--- config.mk ---
export PLATFORM = sky130hd
export DESIGN_NAME = usb_transfer_packetizer
export DESIGN_NICKNAME = d
export VERILOG_FILES = /design/src/rtl/core/usb_tp_pkg.sv /design/src/rtl/core/usb_tp_front.sv /design/src/rtl/core/usb_tp_fifo.sv /design/src/rtl/core/usb_tp_back.sv /design/src/rtl/core/usb_transfer_packetizer.sv
export VERILOG_INCLUDE_DIRS = /design/src /design/src/rtl/core
export SDC_FILE = /design/constraint.sdc
export NUM_CORES = 1
export LEC_CHECK = 0
export BUFFER_PORTS_ARGS = -buffer_cell sky130_fd_sc_hd__clkbuf_2
export CORE_UTILIZATION = 50
export CTS_CLUSTER_DIAMETER = 200
export DETAILED_ROUTE_END_ITERATION = 10
export GPL_TIMING_DRIVEN = 1
export PLACE_DENSITY = 0.67
export SYNTH_ARGS = -nofsm -noshare
export SYNTH_HDL_FRONTEND = slang
export SYNTH_HIERARCHICAL = 1
export SYNTH_SLANG_ARGS = --single-unit
--- constraint.sdc ---
create_clock -name clk_i -period 4.3 [get_ports clk_i]
set_input_delay 0 -clock clk_i [delete_from_list [all_inputs] [get_ports clk_i]]
set_output_delay 0 -clock clk_i [all_outputs]
set_load 0.01 [all_outputs]
--- src/rtl/core/usb_transfer_packetizer_macros.svh ---
// ----------------------------------------------------------------------------
// usb transfer packetizer assertion macros
// shared concurrent assertion forms, clocked on clk_i, quiet during reset
// ----------------------------------------------------------------------------
`ifndef USB_TRANSFER_PACKETIZER_MACROS_SVH
`define USB_TRANSFER_PACKETIZER_MACROS_SVH

// same-cycle implication
`define USB_TP_ASSERT_NOW(label, ante, cons, msg) \
  label: assert property (@(posedge clk_i) disable iff (!rst_ni) (ante) |-> (cons)) \
    else $error(msg);

// next-cycle implication
`define USB_TP_ASSERT_NEXT(label, ante, cons, msg) \
  label: assert property (@(posedge clk_i) disable iff (!rst_ni) (ante) |=> (cons)) \
    else $error(msg);

`endif

--- src/rtl/core/usb_tp_pkg.sv ---
// ----------------------------------------------------------------------------
// usb_tp_pkg
// types and constants shared by the usb transfer packetizer modules
// ----------------------------------------------------------------------------
package usb_tp_pkg;

  typedef enum logic [1:0] {
    CMD_CONTROL = 2'd0,
    CMD_BULK    = 2'd1,
    CMD_INTR    = 2'd2
  } cmd_e;

  typedef enum logic [1:0] {
    PID_SETUP = 2'd0,
    PID_IN    = 2'd1,
    PID_OUT   = 2'd2
  } pid_e;

  typedef enum logic [1:0] {
    PH_IDLE,
    PH_SETUP,
    PH_DATA,
    PH_STATUS
  } phase_e;

  localparam logic [9:0] MPS_DEF_SHORT = 10'd8;
  localparam logic [9:0] MPS_DEF_BULK  = 10'd64;
  localparam logic [9:0] SETUP_LEN     = 10'd8;

  // depth of the job queue between front and back
  localparam int JOB_DEPTH = 2;

  typedef struct packed {
    cmd_e        kind;
    pid_e        data_pid;
    logic [15:0] length;
    logic [9:0]  mps;
    logic        toggle;
    logic [3:0]  endpoint;
    logic [6:0]  address;
    logic        low_speed;
  } job_t;

  typedef struct packed {
    pid_e        pid;
    logic [9:0]  length;
    logic        toggle;
    logic [3:0]  endpoint;
    logic [6:0]  address;
    logic        low_speed;
    logic        ioc;
    logic        spd;
    logic [15:0] offset;
    logic        last;
    logic        next_toggle;
    logic        truncated;
  } desc_t;

  // queue side of the front/back split
  typedef struct packed {
    logic valid;
    job_t job;
  } job_beat_t;

endpackage

--- src/rtl/core/usb_tp_front.sv ---
// ----------------------------------------------------------------------------
// usb_tp_front
// accepts transfer requests, resolves defaults and pushes jobs to the queue
// ----------------------------------------------------------------------------
module usb_tp_front (
  input  logic                  in_valid_i,
  output logic                  in_ready_o,
  input  logic [1:0]            command_i,
  input  logic [15:0]           transfer_length_i,
  input  logic [9:0]            max_packet_i,
  input  logic                  direction_in_i,
  input  logic                  start_toggle_i,
  input  logic [6:0]            device_address_i,
  input  logic [3:0]            endpoint_number_i,
  input  logic                  low_speed_i,
  input  logic                  queue_full_i,
  output usb_tp_pkg::job_beat_t push_o
);
  import usb_tp_pkg::*;

  logic [9:0] mps;
  logic       keep;
  logic       clamp;

  assign in_ready_o = !queue_full_i;

  always_comb begin
    mps   = max_packet_i;
    keep  = 1'b0;
    clamp = transfer_length_i > {6'b0, mps};
    push_o.job.kind      = cmd_e'(command_i);
    push_o.job.data_pid  = direction_in_i ? PID_IN : PID_OUT;
    push_o.job.length    = transfer_length_i;
    push_o.job.toggle    = start_toggle_i;
    push_o.job.endpoint  = endpoint_number_i;
    push_o.job.address   = device_address_i;
    push_o.job.low_speed = low_speed_i;
    case (cmd_e'(command_i))
      CMD_CONTROL: begin
        if (max_packet_i == 10'd0) mps = MPS_DEF_SHORT;
        keep = 1'b1;
      end
      CMD_BULK: begin
        if (max_packet_i == 10'd0) mps = MPS_DEF_BULK;
        // empty bulk transfer makes no descriptors
        keep = transfer_length_i != 16'd0;
      end
      CMD_INTR: begin
        if (max_packet_i == 10'd0) mps = MPS_DEF_SHORT;
        clamp = transfer_length_i > {6'b0, mps};
        push_o.job.data_pid = PID_IN;
        if (clamp) push_o.job.length = {6'b0, mps};
        keep = 1'b1;
      end
      default: begin
        keep = 1'b0;
      end
    endcase
    push_o.job.mps = mps;
    push_o.valid   = in_valid_i && in_ready_o && keep;
  end

endmodule

--- src/rtl/core/usb_tp_fifo.sv ---
// ----------------------------------------------------------------------------
// usb_tp_fifo
// short job queue decoupling the request front from the descriptor back
// ----------------------------------------------------------------------------
module usb_tp_fifo (
  input  logic                  clk_i,
  input  logic                  rst_ni,
  input  usb_tp_pkg::job_beat_t push_i,
  output logic                  full_o,
  output usb_tp_pkg::job_beat_t head_o,
  input  logic                  pop_i
);
  import usb_tp_pkg::*;

  localparam int PtrW = (JOB_DEPTH > 1) ? $clog2(JOB_DEPTH) : 1;
  localparam int CntW = $clog2(JOB_DEPTH + 1);

  job_t            mem_q [JOB_DEPTH];
  logic [PtrW-1:0] wr_ptr_q, wr_ptr_d;
  logic [PtrW-1:0] rd_ptr_q, rd_ptr_d;
  logic [CntW-1:0] cnt_q, cnt_d;
  logic            do_push, do_pop;

  assign full_o       = cnt_q == CntW'(JOB_DEPTH);
  assign head_o.valid = cnt_q != '0;
  assign head_o.job   = mem_q[rd_ptr_q];
  assign do_push      = push_i.valid && !full_o;
  assign do_pop       = pop_i && head_o.valid;

  always_comb begin
    wr_ptr_d = wr_ptr_q;
    rd_ptr_d = rd_ptr_q;
    cnt_d    = cnt_q;
    if (do_push) begin
      wr_ptr_d = (wr_ptr_q == PtrW'(JOB_DEPTH - 1)) ? '0 : wr_ptr_q + 1'b1;
    end
    if (do_pop) begin
      rd_ptr_d = (rd_ptr_q == PtrW'(JOB_DEPTH - 1)) ? '0 : rd_ptr_q + 1'b1;
    end
    if (do_push && !do_pop) cnt_d = cnt_q + 1'b1;
    else if (!do_push && do_pop) cnt_d = cnt_q - 1'b1;
  end

  always_ff @(posedge clk_i or negedge rst_ni) begin
    if (!rst_ni) begin
      wr_ptr_q <= '0;
      rd_ptr_q <= '0;
      cnt_q    <= '0;
    end else begin
      wr_ptr_q <= wr_ptr_d;
      rd_ptr_q <= rd_ptr_d;
      cnt_q    <= cnt_d;
    end
  end

  always_ff @(posedge clk_i) begin
    if (do_push) mem_q[wr_ptr_q] <= push_i.job;
  end

endmodule

--- src/rtl/core/usb_tp_back.sv ---
// ----------------------------------------------------------------------------
// usb_tp_back
// walks one job at a time and emits its descriptors into the output register
// ----------------------------------------------------------------------------
module usb_tp_back #(
  parameter int MAX_RESULTS = 64
) (
  input  logic                  clk_i,
  input  logic                  rst_ni,
  input  usb_tp_pkg::job_beat_t head_i,
  output logic                  pop_o,
  output logic                  out_valid_o,
  input  logic                  out_ready_i,
  output usb_tp_pkg::desc_t     desc_o
);
  import usb_tp_pkg::*;

  localparam int CntW = $clog2(MAX_RESULTS);

  phase_e          phase_q, phase_d, phase_nxt;
  job_t            job_q;
  logic [15:0]     rem_q, off_q;
  logic            tog_q;
  logic [CntW-1:0] cnt_q;
  logic            out_valid_q;
  desc_t           desc_q, desc_d;

  logic       slot_free, step, load;
  logic       fin, more, at_limit;
  logic [9:0] chunk;

  assign slot_free = !out_valid_q || out_ready_i;
  assign step      = (phase_q != PH_IDLE) && slot_free;
  assign load      = (phase_q == PH_IDLE) && head_i.valid;
  assign pop_o     = load;
  assign at_limit  = cnt_q == CntW'(MAX_RESULTS - 1);

  always_comb begin
    fin   = !(rem_q > {6'b0, job_q.mps});
    chunk = fin ? rem_q[9:0] : job_q.mps;
    more      = 1'b0;
    phase_nxt = PH_IDLE;
    desc_d.pid       = PID_SETUP;
    desc_d.length    = '0;
    desc_d.toggle    = 1'b0;
    desc_d.endpoint  = '0;
    desc_d.address   = job_q.address;
    desc_d.low_speed = job_q.low_speed;
    desc_d.ioc       = 1'b0;
    desc_d.spd       = 1'b0;
    desc_d.offset    = '0;
    case (phase_q)
      PH_SETUP: begin
        desc_d.length = SETUP_LEN;
        more          = 1'b1;
        phase_nxt     = (rem_q != '0) ? PH_DATA : PH_STATUS;
      end
      PH_DATA: begin
        desc_d.pid      = job_q.data_pid;
        desc_d.length   = chunk;
        desc_d.toggle   = tog_q;
        desc_d.endpoint = (job_q.kind == CMD_CONTROL) ? 4'd0 : job_q.endpoint;
        desc_d.ioc      = (job_q.kind != CMD_CONTROL) && fin;
        desc_d.spd      = job_q.kind == CMD_INTR;
        desc_d.offset   = off_q;
        more            = !fin || (job_q.kind == CMD_CONTROL);
        phase_nxt       = fin ? PH_STATUS : PH_DATA;
      end
      PH_STATUS: begin
        // status stage runs opposite to the data stage
        desc_d.pid    = (job_q.data_pid == PID_IN) ? PID_OUT : PID_IN;
        desc_d.toggle = 1'b1;
        desc_d.ioc    = 1'b1;
      end
      default: begin
        more = 1'b0;
      end
    endcase
    desc_d.last        = !more || at_limit;
    desc_d.truncated   = more && at_limit;
    desc_d.next_toggle = desc_d.last && !desc_d.toggle;

    phase_d = phase_q;
    if (load) begin
      phase_d = (head_i.job.kind == CMD_CONTROL) ? PH_SETUP : PH_DATA;
    end else if (step) begin
      phase_d = desc_d.last ? PH_IDLE : phase_nxt;
    end
  end

  always_ff @(posedge clk_i or negedge rst_ni) begin
    if (!rst_ni) begin
      phase_q     <= PH_IDLE;
      out_valid_q <= 1'b0;
      cnt_q       <= '0;
    end else begin
      phase_q <= phase_d;
      if (step) out_valid_q <= 1'b1;
      else if (out_ready_i) out_valid_q <= 1'b0;
      if (load) cnt_q <= '0;
      else if (step && !desc_d.last) cnt_q <= cnt_q + 1'b1;
    end
  end

  always_ff @(posedge clk_i) begin
    if (load) begin
      job_q <= head_i.job;
      rem_q <= head_i.job.length;
      off_q <= '0;
      tog_q <= (head_i.job.kind == CMD_CONTROL) ? 1'b1 : head_i.job.toggle;
    end else if (step && phase_q == PH_DATA) begin
      rem_q <= rem_q - {6'b0, chunk};
      off_q <= off_q + {6'b0, chunk};
      tog_q <= !tog_q;
    end
    if (step) desc_q <= desc_d;
  end

  assign out_valid_o = out_valid_q;
  assign desc_o      = desc_q;

endmodule

--- src/rtl/core/usb_transfer_packetizer.sv ---
// ----------------------------------------------------------------------------
// usb_transfer_packetizer
// expands control, bulk and interrupt transfer requests into transactions
// ----------------------------------------------------------------------------
// usage
//   input channel: one beat per transfer request (in_valid_i / in_ready_o)
//   output channel: one beat per transaction descriptor (out_valid_o /
//   out_ready_i); last_o marks the final descriptor of a request's run
//   a control request gives setup, data chunks and a status beat; bulk gives
//   max-packet chunks; interrupt gives one clamped in beat
//   runs longer than MAX_RESULTS beats are cut, truncated_o set on the last
//   bulk with zero length and the unused command code give no beats
// timing
//   the front decodes a request combinationally into a two-deep job queue
//   the back loads a job, then emits one descriptor per cycle while the
//   output register is free (out_valid_o low or out_ready_i high)
//   the single descriptor sequencer loads a new job only from idle, after the
//   last descriptor of the one before; the front keeps taking requests while
//   the queue has room
// reset and stall
//   reset empties the queue and the output register, the sequencer goes idle
//   when out_ready_i is low the output register holds its beat, the
//   sequencer waits, and the queue fills until in_ready_o drops
// ----------------------------------------------------------------------------
`include "usb_transfer_packetizer_macros.svh"

module usb_transfer_packetizer #(
  parameter int MAX_RESULTS = 64
) (
  input  logic        clk_i,
  input  logic        rst_ni,
  // request channel
  input  logic        in_valid_i,
  output logic        in_ready_o,
  input  logic [1:0]  command_i,
  input  logic [15:0] transfer_length_i,
  input  logic [9:0]  max_packet_i,
  input  logic        direction_in_i,
  input  logic        start_toggle_i,
  input  logic [6:0]  device_address_i,
  input  logic [3:0]  endpoint_number_i,
  input  logic        low_speed_i,
  // descriptor channel
  output logic        out_valid_o,
  input  logic        out_ready_i,
  output logic [1:0]  packet_pid_o,
  output logic [9:0]  packet_length_o,
  output logic        data_toggle_o,
  output logic [3:0]  target_endpoint_o,
  output logic [6:0]  target_address_o,
  output logic        low_speed_flag_o,
  output logic        interrupt_on_complete_o,
  output logic        short_packet_detect_o,
  output logic [15:0] byte_offset_o,
  output logic        last_o,
  output logic        next_toggle_o,
  output logic        truncated_o
);
  import usb_tp_pkg::*;

  job_beat_t push;    // front to queue
  job_beat_t head;    // queue to back
  logic      queue_full;
  logic      pop;
  desc_t     desc;

  // request decode and default resolution
  usb_tp_front u_front (
    .in_valid_i        (in_valid_i),
    .in_ready_o        (in_ready_o),
    .command_i         (command_i),
    .transfer_length_i (transfer_length_i),
    .max_packet_i      (max_packet_i),
    .direction_in_i    (direction_in_i),
    .start_toggle_i    (start_toggle_i),
    .device_address_i  (device_address_i),
    .endpoint_number_i (endpoint_number_i),
    .low_speed_i       (low_speed_i),
    .queue_full_i      (queue_full),
    .push_o            (push)
  );

  // job queue lets front and back stall independently
  usb_tp_fifo u_fifo (
    .clk_i  (clk_i),
    .rst_ni (rst_ni),
    .push_i (push),
    .full_o (queue_full),
    .head_o (head),
    .pop_i  (pop)
  );

  // descriptor sequencer with registered output
  usb_tp_back #(
    .MAX_RESULTS (MAX_RESULTS)
  ) u_back (
    .clk_i       (clk_i),
    .rst_ni      (rst_ni),
    .head_i      (head),
    .pop_o       (pop),
    .out_valid_o (out_valid_o),
    .out_ready_i (out_ready_i),
    .desc_o      (desc)
  );

  assign packet_pid_o            = desc.pid;
  assign packet_length_o         = desc.length;
  assign data_toggle_o           = desc.toggle;
  assign target_endpoint_o       = desc.endpoint;
  assign target_address_o        = desc.address;
  assign low_speed_flag_o        = desc.low_speed;
  assign interrupt_on_complete_o = desc.ioc;
  assign short_packet_detect_o   = desc.spd;
  assign byte_offset_o           = desc.offset;
  assign last_o                  = desc.last;
  assign next_toggle_o           = desc.next_toggle;
  assign truncated_o             = desc.truncated;

  // run status flags only on the closing beat
  `USB_TP_ASSERT_NOW(a_flags_on_last, out_valid_o && !last_o, !next_toggle_o && !truncated_o, "run flags on non-last beat")

  // closing beat hands back the inverted toggle
  `USB_TP_ASSERT_NOW(a_next_toggle, out_valid_o && last_o, next_toggle_o != data_toggle_o, "next toggle mismatch")

  // setup beats are fixed 8 bytes on endpoint 0
  `USB_TP_ASSERT_NOW(a_setup_shape, out_valid_o && packet_pid_o == PID_SETUP, packet_length_o == 10'd8 && target_endpoint_o == 4'd0 && byte_offset_o == 16'd0, "malformed setup beat")

  // within a run the sequencer refills the output without a gap
  `USB_TP_ASSERT_NEXT(a_run_no_gap, out_valid_o && out_ready_i && !last_o, out_valid_o, "gap inside a descriptor run")

endmodule

==> impl_results.md, run 1 <==
- Minimum period implied by the final worst setup slack: 3.99 ns
- Startpoint kind of the worst setup timing path: flip-flop
- Tightest Pin Transition: 1.09 ns
- Count of input and output buffers: 93
- CTS Root Buffer Type: sky130_fd_sc_hd__clkbuf_16
- Sequence of cells on the critical path: ha_1 > a211o_1 > o21ba_2 > nand2_1 > o22ai_4 > buf_4 > mux2i_2 > inv_1 > ha_1 > o21ai_0 > o211ai_1 > a41o_1 > a21oi_2 > or4_1 > a21oi_1
- Area after DPL: 10500 µm²
- Mean instance size in the synthesized netlist: 13.2 µm²
- Proportion of register bits with asynchronous set or reset after synthesis: ~6.4%
- Post-route antenna net violation count: 0
- EDFF count, synth: 175
- Largest cells by area after synthesis: sky130_fd_sc_hd__edfxtp_1 (53%), sky130_fd_sc_hd__mux2_4 (6.4%), sky130_fd_sc_hd__ha_1 (5.8%)
- Clock tree from TritonCTS: yes
- Most instantiated flip-flop cell in the synthesis netlist: sky130_fd_sc_hd__edfxtp_1
- Number of fill cells in the layout: 1524
- Final design utilization: between 60% and 70%
- IO Pins: 94
- Full die area: 20400 µm²
- Count of clock tree sinks: 204
- Final non-filler cell total: 1161
- Largest voltage drop on the vdd net: 335 µV
- Largest net degree at the start of global routing: 50
- Weighted congestion reported at the end of routability-driven placement: 0.841
- Post-Place Cells: roughly 1100
- Count of final hold-check violations: 0
- Top fanout value on the critical path: 7
- Max incr delay on CP: approximately 0.44 ns
- WL final: 19600 µm
- Die Span Y: 143 µm
- Initial DRT Pass Iterations: 5
- Growth of design area from synthesis to finish: 18.1%
- CTS Buf Count: 22
- Yosys warns: 6
- Data required time at the worst endpoint: 4.73 ns
- Pwr dens: a little under 800 nW/µm²
- Crit. End Element: flip-flop
- Critical path class: flip-flop to flip-flop
- #FFs+latches synth: approximately 200
- Detail Placement HPWL: 13700 µm
- Number of max-cap violations: 0
- Startpoint of the most critical register-to-register path: u_back/rem_q[9]
- Timing-limited maximum frequency: 251 MHz
- Clock-pin slew of the registers on the worst-case setup and hold paths: 0.06 ns
- Arrival time of data at the critical path endpoint: 4.42 ns
- Placement-stage worst setup slack: 0.107 ns
- Final max-slew violation count: 0
- Tightest Hold Check Type: primary input to flip-flop
- Maximum count of clock buffers along a single path: 3
- Final critical-path share of the clock period: 92.8%
- Outcome: finished clean
- Cells after Synth: 751
- Nets@finish: 974
- Cell area after layout: 11700 µm²
- Via count: slightly above 6000
- Total nets after synthesis: around 850
- Post-CTS setup-driven buffer insertion count: 0
- Most common cell on crit path: sky130_fd_sc_hd__ha_1
- Overall power of the completed layout: 8.99 mW
- DRC marker count from the first detailed-route iteration: 324
- Count leader, synth: sky130_fd_sc_hd__edfxtp_1
- Area occupied by multi-input gates: 3550 µm²
- Final setup skew: 0.0118 ns
- Area share of the largest cell type after synthesis: 53.1%
- Unrepaired setup endpoints after global routing: false
- Proportion of layout cells with a drive suffix above 1: 23.4%
- Crit path launch: u_back/rem_q[9]
- Area used by sequential logic in the layout: 5900 µm²
- Remaining max-slew budget at the tightest pin: between 20% and 30%
- Overall Global Routing Usage: 19.5%
- X dimension of the die: 143 µm
- Routed via count divided by cell count: roughly 5.3
- # H-tree levels: 1
- Worst setup slack after layout: around 0.31 ns
- Initial Util: 50.9%
- Final Setup Violations: 0
- Clock latency reported for the late side of the worst-skew pair: around 0.50 ns
- Post-route DRC violation count: 0
- Cell type of the slowest stage on the worst timing path: sky130_fd_sc_hd__edfxtp_1
- Most common library cells after synthesis: sky130_fd_sc_hd__edfxtp_1 (175), sky130_fd_sc_hd__ha_1 (46), sky130_fd_sc_hd__nand2_1 (44), sky130_fd_sc_hd__nor2_1 (44), sky130_fd_sc_hd__inv_1 (43)
- Core box area: 19500 µm²
- Total global routing overflow: 0
- Minimum hold slack: 0.0328 ns
- Static leakage: approximately 4.7 nW
- First-pass GRT wire length: roughly 31000 µm
- Post-Synthesis Cell Area: 9900 µm²
- Number of global-route vias before repair: approximately 6200
- Fin Setup TNS: 0 ns
- Number of antenna diodes: 0
- Core Rows: 51
- Routed wire length per instance: 16.9 µm
- Beginning of the worst hold path: in_valid_i
- Library cell occupying the most area in the post-synthesis netlist: sky130_fd_sc_hd__edfxtp_1
- Unique cell type count in the Yosys netlist: 68
- Share of synthesized area occupied by flip-flops and latches: 59.6%
- Antenna violations before repair: 0
==> logic make-up after synthesis <==
group | share of synthesized area (%)
DFF | 59.6
AOI/OAI and AO/OA | 7.89
and+or+nand+nor | 10.4
buffers and inverters | 4.93
xor gates and xnor gates | 1.77
muxes | 9.14
adders and majority gates | 6.22
==> critical path, delay by kind of cell, from the launching register on <==
family / cells / cell delay (ns)
adders and majority gates: 2 / 0.71
DFF: 1 / 0.44
buffers and inverters: 2 / 0.33
and+or+nand+nor: 2 / 0.49
muxes: 1 / 0.30
AOI/OAI and AO/OA: 8 / 1.64
==> cell usage in the layout (no fill, tap or decap), types with 5 or more instances in the layout <==
master / count
sky130_fd_sc_hd__and3_1: 5
sky130_fd_sc_hd__nand3_1: 23
sky130_fd_sc_hd__clkbuf_1: 7
sky130_fd_sc_hd__xnor2_1: 10
sky130_fd_sc_hd__nand2b_1: 8
sky130_fd_sc_hd__dlygate4sd3_1: 45
sky130_fd_sc_hd__o31ai_1: 8
sky130_fd_sc_hd__dfxtp_1: 16
sky130_fd_sc_hd__and2b_1: 6
sky130_fd_sc_hd__a21o_1: 5
sky130_fd_sc_hd__mux2i_1: 14
sky130_fd_sc_hd__nor4_1: 9
sky130_fd_sc_hd__or3_1: 5
sky130_fd_sc_hd__ha_1: 46
sky130_fd_sc_hd__dfrtp_1: 12
sky130_fd_sc_hd__and2_1: 22
sky130_fd_sc_hd__a31oi_1: 8
sky130_fd_sc_hd__o21a_1: 6
sky130_fd_sc_hd__inv_1: 42
sky130_fd_sc_hd__mux2_2: 11
sky130_fd_sc_hd__xor2_1: 10
sky130_fd_sc_hd__clkbuf_16: 22
sky130_fd_sc_hd__nor2_1: 43
sky130_fd_sc_hd__buf_4: 12
sky130_fd_sc_hd__a21oi_1: 27
sky130_fd_sc_hd__nor2b_1: 5
sky130_fd_sc_hd__mux2_4: 42
sky130_fd_sc_hd__o21ai_0: 31
sky130_fd_sc_hd__clkbuf_2: 93
sky130_fd_sc_hd__nand2_1: 44
sky130_fd_sc_hd__o211ai_1: 7
sky130_fd_sc_hd__nor3_1: 8
sky130_fd_sc_hd__edfxtp_1: 175
==> routing by layer <==
metal | part of all wire, % | global-route usage (%) | vias up | wire length, µm
met3 | 4.5 | 2.95 | 31 | 875
met5 | 0 | 0 | - | 0
li1 | - | - | 3015 | -
met2 | 48 | 33.5 | 179 | 9480
met4 | 2.0 | 6.62 | 0 | 398
met1 | 45 | 25.1 | 2924 | 8830
==> path summary, 6_finish.rpt <==
kind                                endpoint  slack, ns  cells after the start
min                          u_fifo/wr_ptr_q       0.03                      4
max reg2reg                 u_back/off_q[13]       0.31                     15
max                         u_back/off_q[13]       0.31                     15
min in group asynchronous    u_back/cnt_q[3]       0.59                      3
max in group asynchronous    u_fifo/rd_ptr_q       3.25                      3
min reg2reg                u_back/desc_o[28]       0.42                      0
==> state kept, by name (all words and copies together) (netlist names) <==
| name | count |
|---|---|
| u_fifo/cnt_q | 2 |
| u_back/out_valid_o | 1 |
| u_back/phase_q | 2 |
| u_fifo/wr_ptr_q | 1 |
| u_back/off_q | 16 |
| u_back/cnt_q | 6 |
| u_back/desc_o | 46 |
| u_fifo/rd_ptr_q | 1 |
| u_back/desc_d | 8 |
| u_fifo/mem_q | 86 |
| u_back/tog_q | 1 |
| u_back/rem_q | 16 |
| u_back/job_q | 18 |
==> layout make-up <==
cell class,count,share of cell area (%)
Sequential cell,204,50.5
Multi-Input combinational cell,459,30.4
Timing Repair Buffer,150,8.61
Clock buffer,31,5.17
Tap cell,265,2.84
Inverter,43,1.38
Clock inverter,9,1.10
==> report_power, final <==
part | total, mW | switching (mW) | internal, mW | leakage [nW]
registers | 3.48 | 0.373 | 3.11 | 1.95
clock network | 1.89 | 0.730 | 1.16 | 0.358
logic | 3.61 | 2.11 | 1.50 | 2.39
total | 8.99 | 3.22 | 5.77 | 4.70
==> timing repair <==
action                                  in CTS  in global routing
endpoints found under the hold margin      100                  0
hold buffers                                45                  0
resized for setup                            0                  8
endpoints found under the setup margin       0                 10
Power figures use the tool's default switching activity.
==> run 2, diff against run 1 <==
--- a/config.mk
+++ b/config.mk
@@ -14,5 +14,4 @@
 export PLACE_DENSITY = 0.67
 export SYNTH_ARGS = -nofsm -noshare
 export SYNTH_HDL_FRONTEND = slang
-export SYNTH_HIERARCHICAL = 1
 export SYNTH_SLANG_ARGS = --single-unit
==> run 2 against run 1 <==
Final cell count fell by 0.95%; worst hold slack improved by 0.18 ns; global-route usage rose by 1.6 points; fmax fell by 1.3%; power fell by 3.8%; via count rose by 3.3%; critical endpoint is now u_back.off_q[13].
==> impl_results.md, run 2 <==
- Core box area: roughly 19000 µm²
- Count of input and output buffers: 93
- Clock latency reported for the late side of the worst-skew pair: between 0.5 and 0.6 ns
- Die Span Y: 140 µm
- Crit path launch: u_back.rem_q[7]
- Via count: 6353
- Initial DRT Pass Iterations: 5
- Weighted congestion reported at the end of routability-driven placement: between 0.8 and 0.9
- Number of fill cells in the layout: 1404
- Initial Util: 51.2%
- Largest register by flop count: u_fifo.mem_q
- Unique cell type count in the Yosys netlist: 54
- Remaining max-slew budget at the tightest pin: 30.9%
- Clock tree from TritonCTS: yes
- Internal reg-to-reg setup slack: 0.26 ns
- #FFs+latches synth: 204
- Reg2Reg Capture Point: u_back.off_q[13]
- Final critical-path share of the clock period: 94.0%
- Final Setup Violations: 0
- Cell area after layout: about 11000 µm²
- Proportion of register bits with asynchronous set or reset after synthesis: 6.37%
- Routed via count divided by cell count: 5.52
- Proportion of layout cells with a drive suffix above 1: 20.5%
- Count of final hold-check violations: 0
- Post-Place Cells: about 1100
- Most common library cells after synthesis: sky130_fd_sc_hd__edfxtp_1 (175), sky130_fd_sc_hd__nand2_1 (51), sky130_fd_sc_hd__ha_1 (46), sky130_fd_sc_hd__a21oi_1 (39), sky130_fd_sc_hd__o21ai_0 (38)
- Area share of the largest cell type after synthesis: about 55%
- DRC marker count from the first detailed-route iteration: approximately 400
- Critical path class: flip-flop to flip-flop
- Count leader, synth: sky130_fd_sc_hd__edfxtp_1
- Yosys warns: 0
- Share of synthesized area occupied by flip-flops and latches: between 60% and 70%
- Number of max-cap violations: 0
- Detail Placement HPWL: 13800 µm
- Mean instance size in the synthesized netlist: 12.7 µm²
- Data required time at the worst endpoint: approximately 4.7 ns
- Most common cell after layout, fill and taps aside: sky130_fd_sc_hd__edfxtp_1
- Unrepaired setup endpoints after global routing: false
- Antenna violations before repair: 0
- Top fanout value on the critical path: 10
- Count of clock tree sinks: between 200 and 250
- Static leakage: 4.46 nW
- Combinational share of power: 39.5%
- IO Pins: 94
- Minimum hold slack: 0.216 ns
- First-pass GRT wire length: between 30000 and 40000 µm
- Library cell occupying the most area in the post-synthesis netlist: sky130_fd_sc_hd__edfxtp_1
- Proportion of total power due to net switching: a little under two fifths
- Nets@finish: 995
- Crit. End Element: flip-flop
- Placement-stage worst setup slack: -0.0323 ns
- Startpoint kind of the worst setup timing path: flip-flop
- Core Rows: 50
- Post-CTS setup-driven buffer insertion count: 0
- Timing-limited maximum frequency: 247 MHz
- # H-tree levels: 1
- Total global routing overflow: 0
- CTS Buf Count: 22
- Routed wire length per instance: 17.8 µm
- Post-Synthesis Cell Area: roughly 9600 µm²
- Outcome: finished clean
- Internal portion of total power: 5.46 mW
- Full die area: 19700 µm²
- Startpoint of the most critical register-to-register path: u_back.rem_q[7]
- Switching component of the power: 3.18 mW
- Final max-slew violation count: 0
- Pwr dens: roughly 750 nW/µm²
- Commonest cells after routing, fill and taps aside: sky130_fd_sc_hd__edfxtp_1 (175), sky130_fd_sc_hd__clkbuf_2 (93), sky130_fd_sc_hd__nand2_1 (51)
- Number of global-route vias before repair: ~6400
- X dimension of the die: 140 µm
- Largest cells by area after synthesis: sky130_fd_sc_hd__edfxtp_1 (55%), sky130_fd_sc_hd__ha_1 (6.0%), sky130_fd_sc_hd__mux2_2 (4.2%)
- Tightest Hold Check Type: primary input to flip-flop
- Final setup skew: 0.0174 ns
- Minimum period implied by the final worst setup slack: between 4 and 5 ns
- Fin Setup TNS: 0 ns
- EDFF count, synth: between 150 and 200
- CTS Root Buffer Type: sky130_fd_sc_hd__clkbuf_16
- Largest voltage drop on the vdd net: 473 µV
- Cells after Synth: approximately 750
- Part of the power in registers: between 30% and 40%
- Most instantiated flip-flop cell in the synthesis netlist: sky130_fd_sc_hd__edfxtp_1
- Final non-filler cell total: 1150
- Overall Global Routing Usage: between 20% and 30%
- Total nets after synthesis: between 800 and 900
- Number of flip-flops in the largest register: 86
- Growth of design area from synthesis to finish: 20.1%
- Clock-pin slew of the registers on the worst-case setup and hold paths: ~0.06 ns
- Post-route antenna net violation count: 0
- Proportion of power drawn by the clock network: 20.9%
- WL final: just over 20000 µm
- Final design utilization: 61.5%
- Number of antenna diodes: 0
- Arrival time of data at the critical path endpoint: 4.45 ns
- Maximum count of clock buffers along a single path: 3
- Cell count of the worst reg-to-reg path: 14
- Largest net degree at the start of global routing: 53
- Worst setup slack after layout: 0.257 ns
- Setup crit end: u_back.off_q[13]
- Post-route DRC violation count: 0
- Area after DPL: 10300 µm²
- Overall power of the completed layout: 8.65 mW
- Tightest Pin Transition: around 1.0 ns
run 2: final cells by class:
class | instances | area, µm² | area share [%]
inverter | 30 | 113 | 0.979
timing repair buffer | 151 | 1020 | 8.84
multi-input combinational | 492 | 3490 | 30.4
clock buffer | 27 | 569 | 4.95
clock inverter | 12 | 115 | 1.00
sequential | 204 | 5900 | 51.3
tap | 234 | 293 | 2.55
run 2: critical path: stages (launching register included):
cell                       delay (ns)
sky130_fd_sc_hd__edfxtp_1        0.44
sky130_fd_sc_hd__ha_1            0.36
sky130_fd_sc_hd__nand4_1         0.24
sky130_fd_sc_hd__nor3_4          0.31
sky130_fd_sc_hd__nor2_1          0.08
sky130_fd_sc_hd__o21a_1          0.22
sky130_fd_sc_hd__o21ai_0         0.35
sky130_fd_sc_hd__nand2_1         0.23
sky130_fd_sc_hd__ha_1            0.34
sky130_fd_sc_hd__a21oi_1         0.08
sky130_fd_sc_hd__o21ai_0         0.38
sky130_fd_sc_hd__o22ai_1         0.24
sky130_fd_sc_hd__o21ai_1         0.35
sky130_fd_sc_hd__a21oi_1         0.12
sky130_fd_sc_hd__a31o_2          0.22
run 2: logic make-up (layout without fill, tap and decap cells):
kind of cell / Yosys count / after routing / synth area share, %
flip-flops: 204 / 204 / 61.7
buffers and inverters: 58 / 220 / 2.31
AO/OA/AOI/OAI: 148 / 148 / 9.65
multiplexers: 49 / 49 / 5.60
XOR/XNOR: 19 / 19 / 1.74
AND/OR/NAND/NOR: 228 / 228 / 12.6
adder cells (fa/ha/maj): 48 / 48 / 6.43
run 2: worst min path at each step:
stage / to / depth (start not counted) / startpoint
2_1_floorplan: u_back.cnt_q[0] / 0 / rst_ni
6_report: u_fifo.mem_q[1][7] / 2 / device_address_i[6]
3_5_place_dp: u_back.cnt_q[5] / 1 / rst_ni
4_1_cts: u_fifo.mem_q[0][7] / 2 / device_address_i[6]
3_3_place_gp: u_back.cnt_q[5] / 1 / rst_ni
5_1_grt: u_fifo.mem_q[0][8] / 2 / endpoint_number_i[0]
run 2: power groups by stage:
stage	logic, mW	clock network [mW]	registers, mW
5_1_grt	3.78	1.91	3.49
3_3_place_gp	3.26	0	3.43
4_1_cts	3.40	1.84	3.42
2_1_floorplan	2.26	0	3.47
3_5_place_dp	3.35	0	3.45
6_report	3.42	1.81	3.42
run 2: metal layers:
layer / track usage (%) / vias to the layer above / routed length (µm)
li1: - / 3123 / -
met1: 27.6 / 2988 / 9040
met2: 35.6 / 195 / 9800
met3: 3.01 / 47 / 1080
met4: 7.87 / 0 / 534
met5: 0 / - / 0
run 2: what timing repair did:
action,CTS,global route
hold buffers,46,0
endpoints found under the setup margin,1,9
endpoints found under the hold margin,101,0
resized for setup,1,6
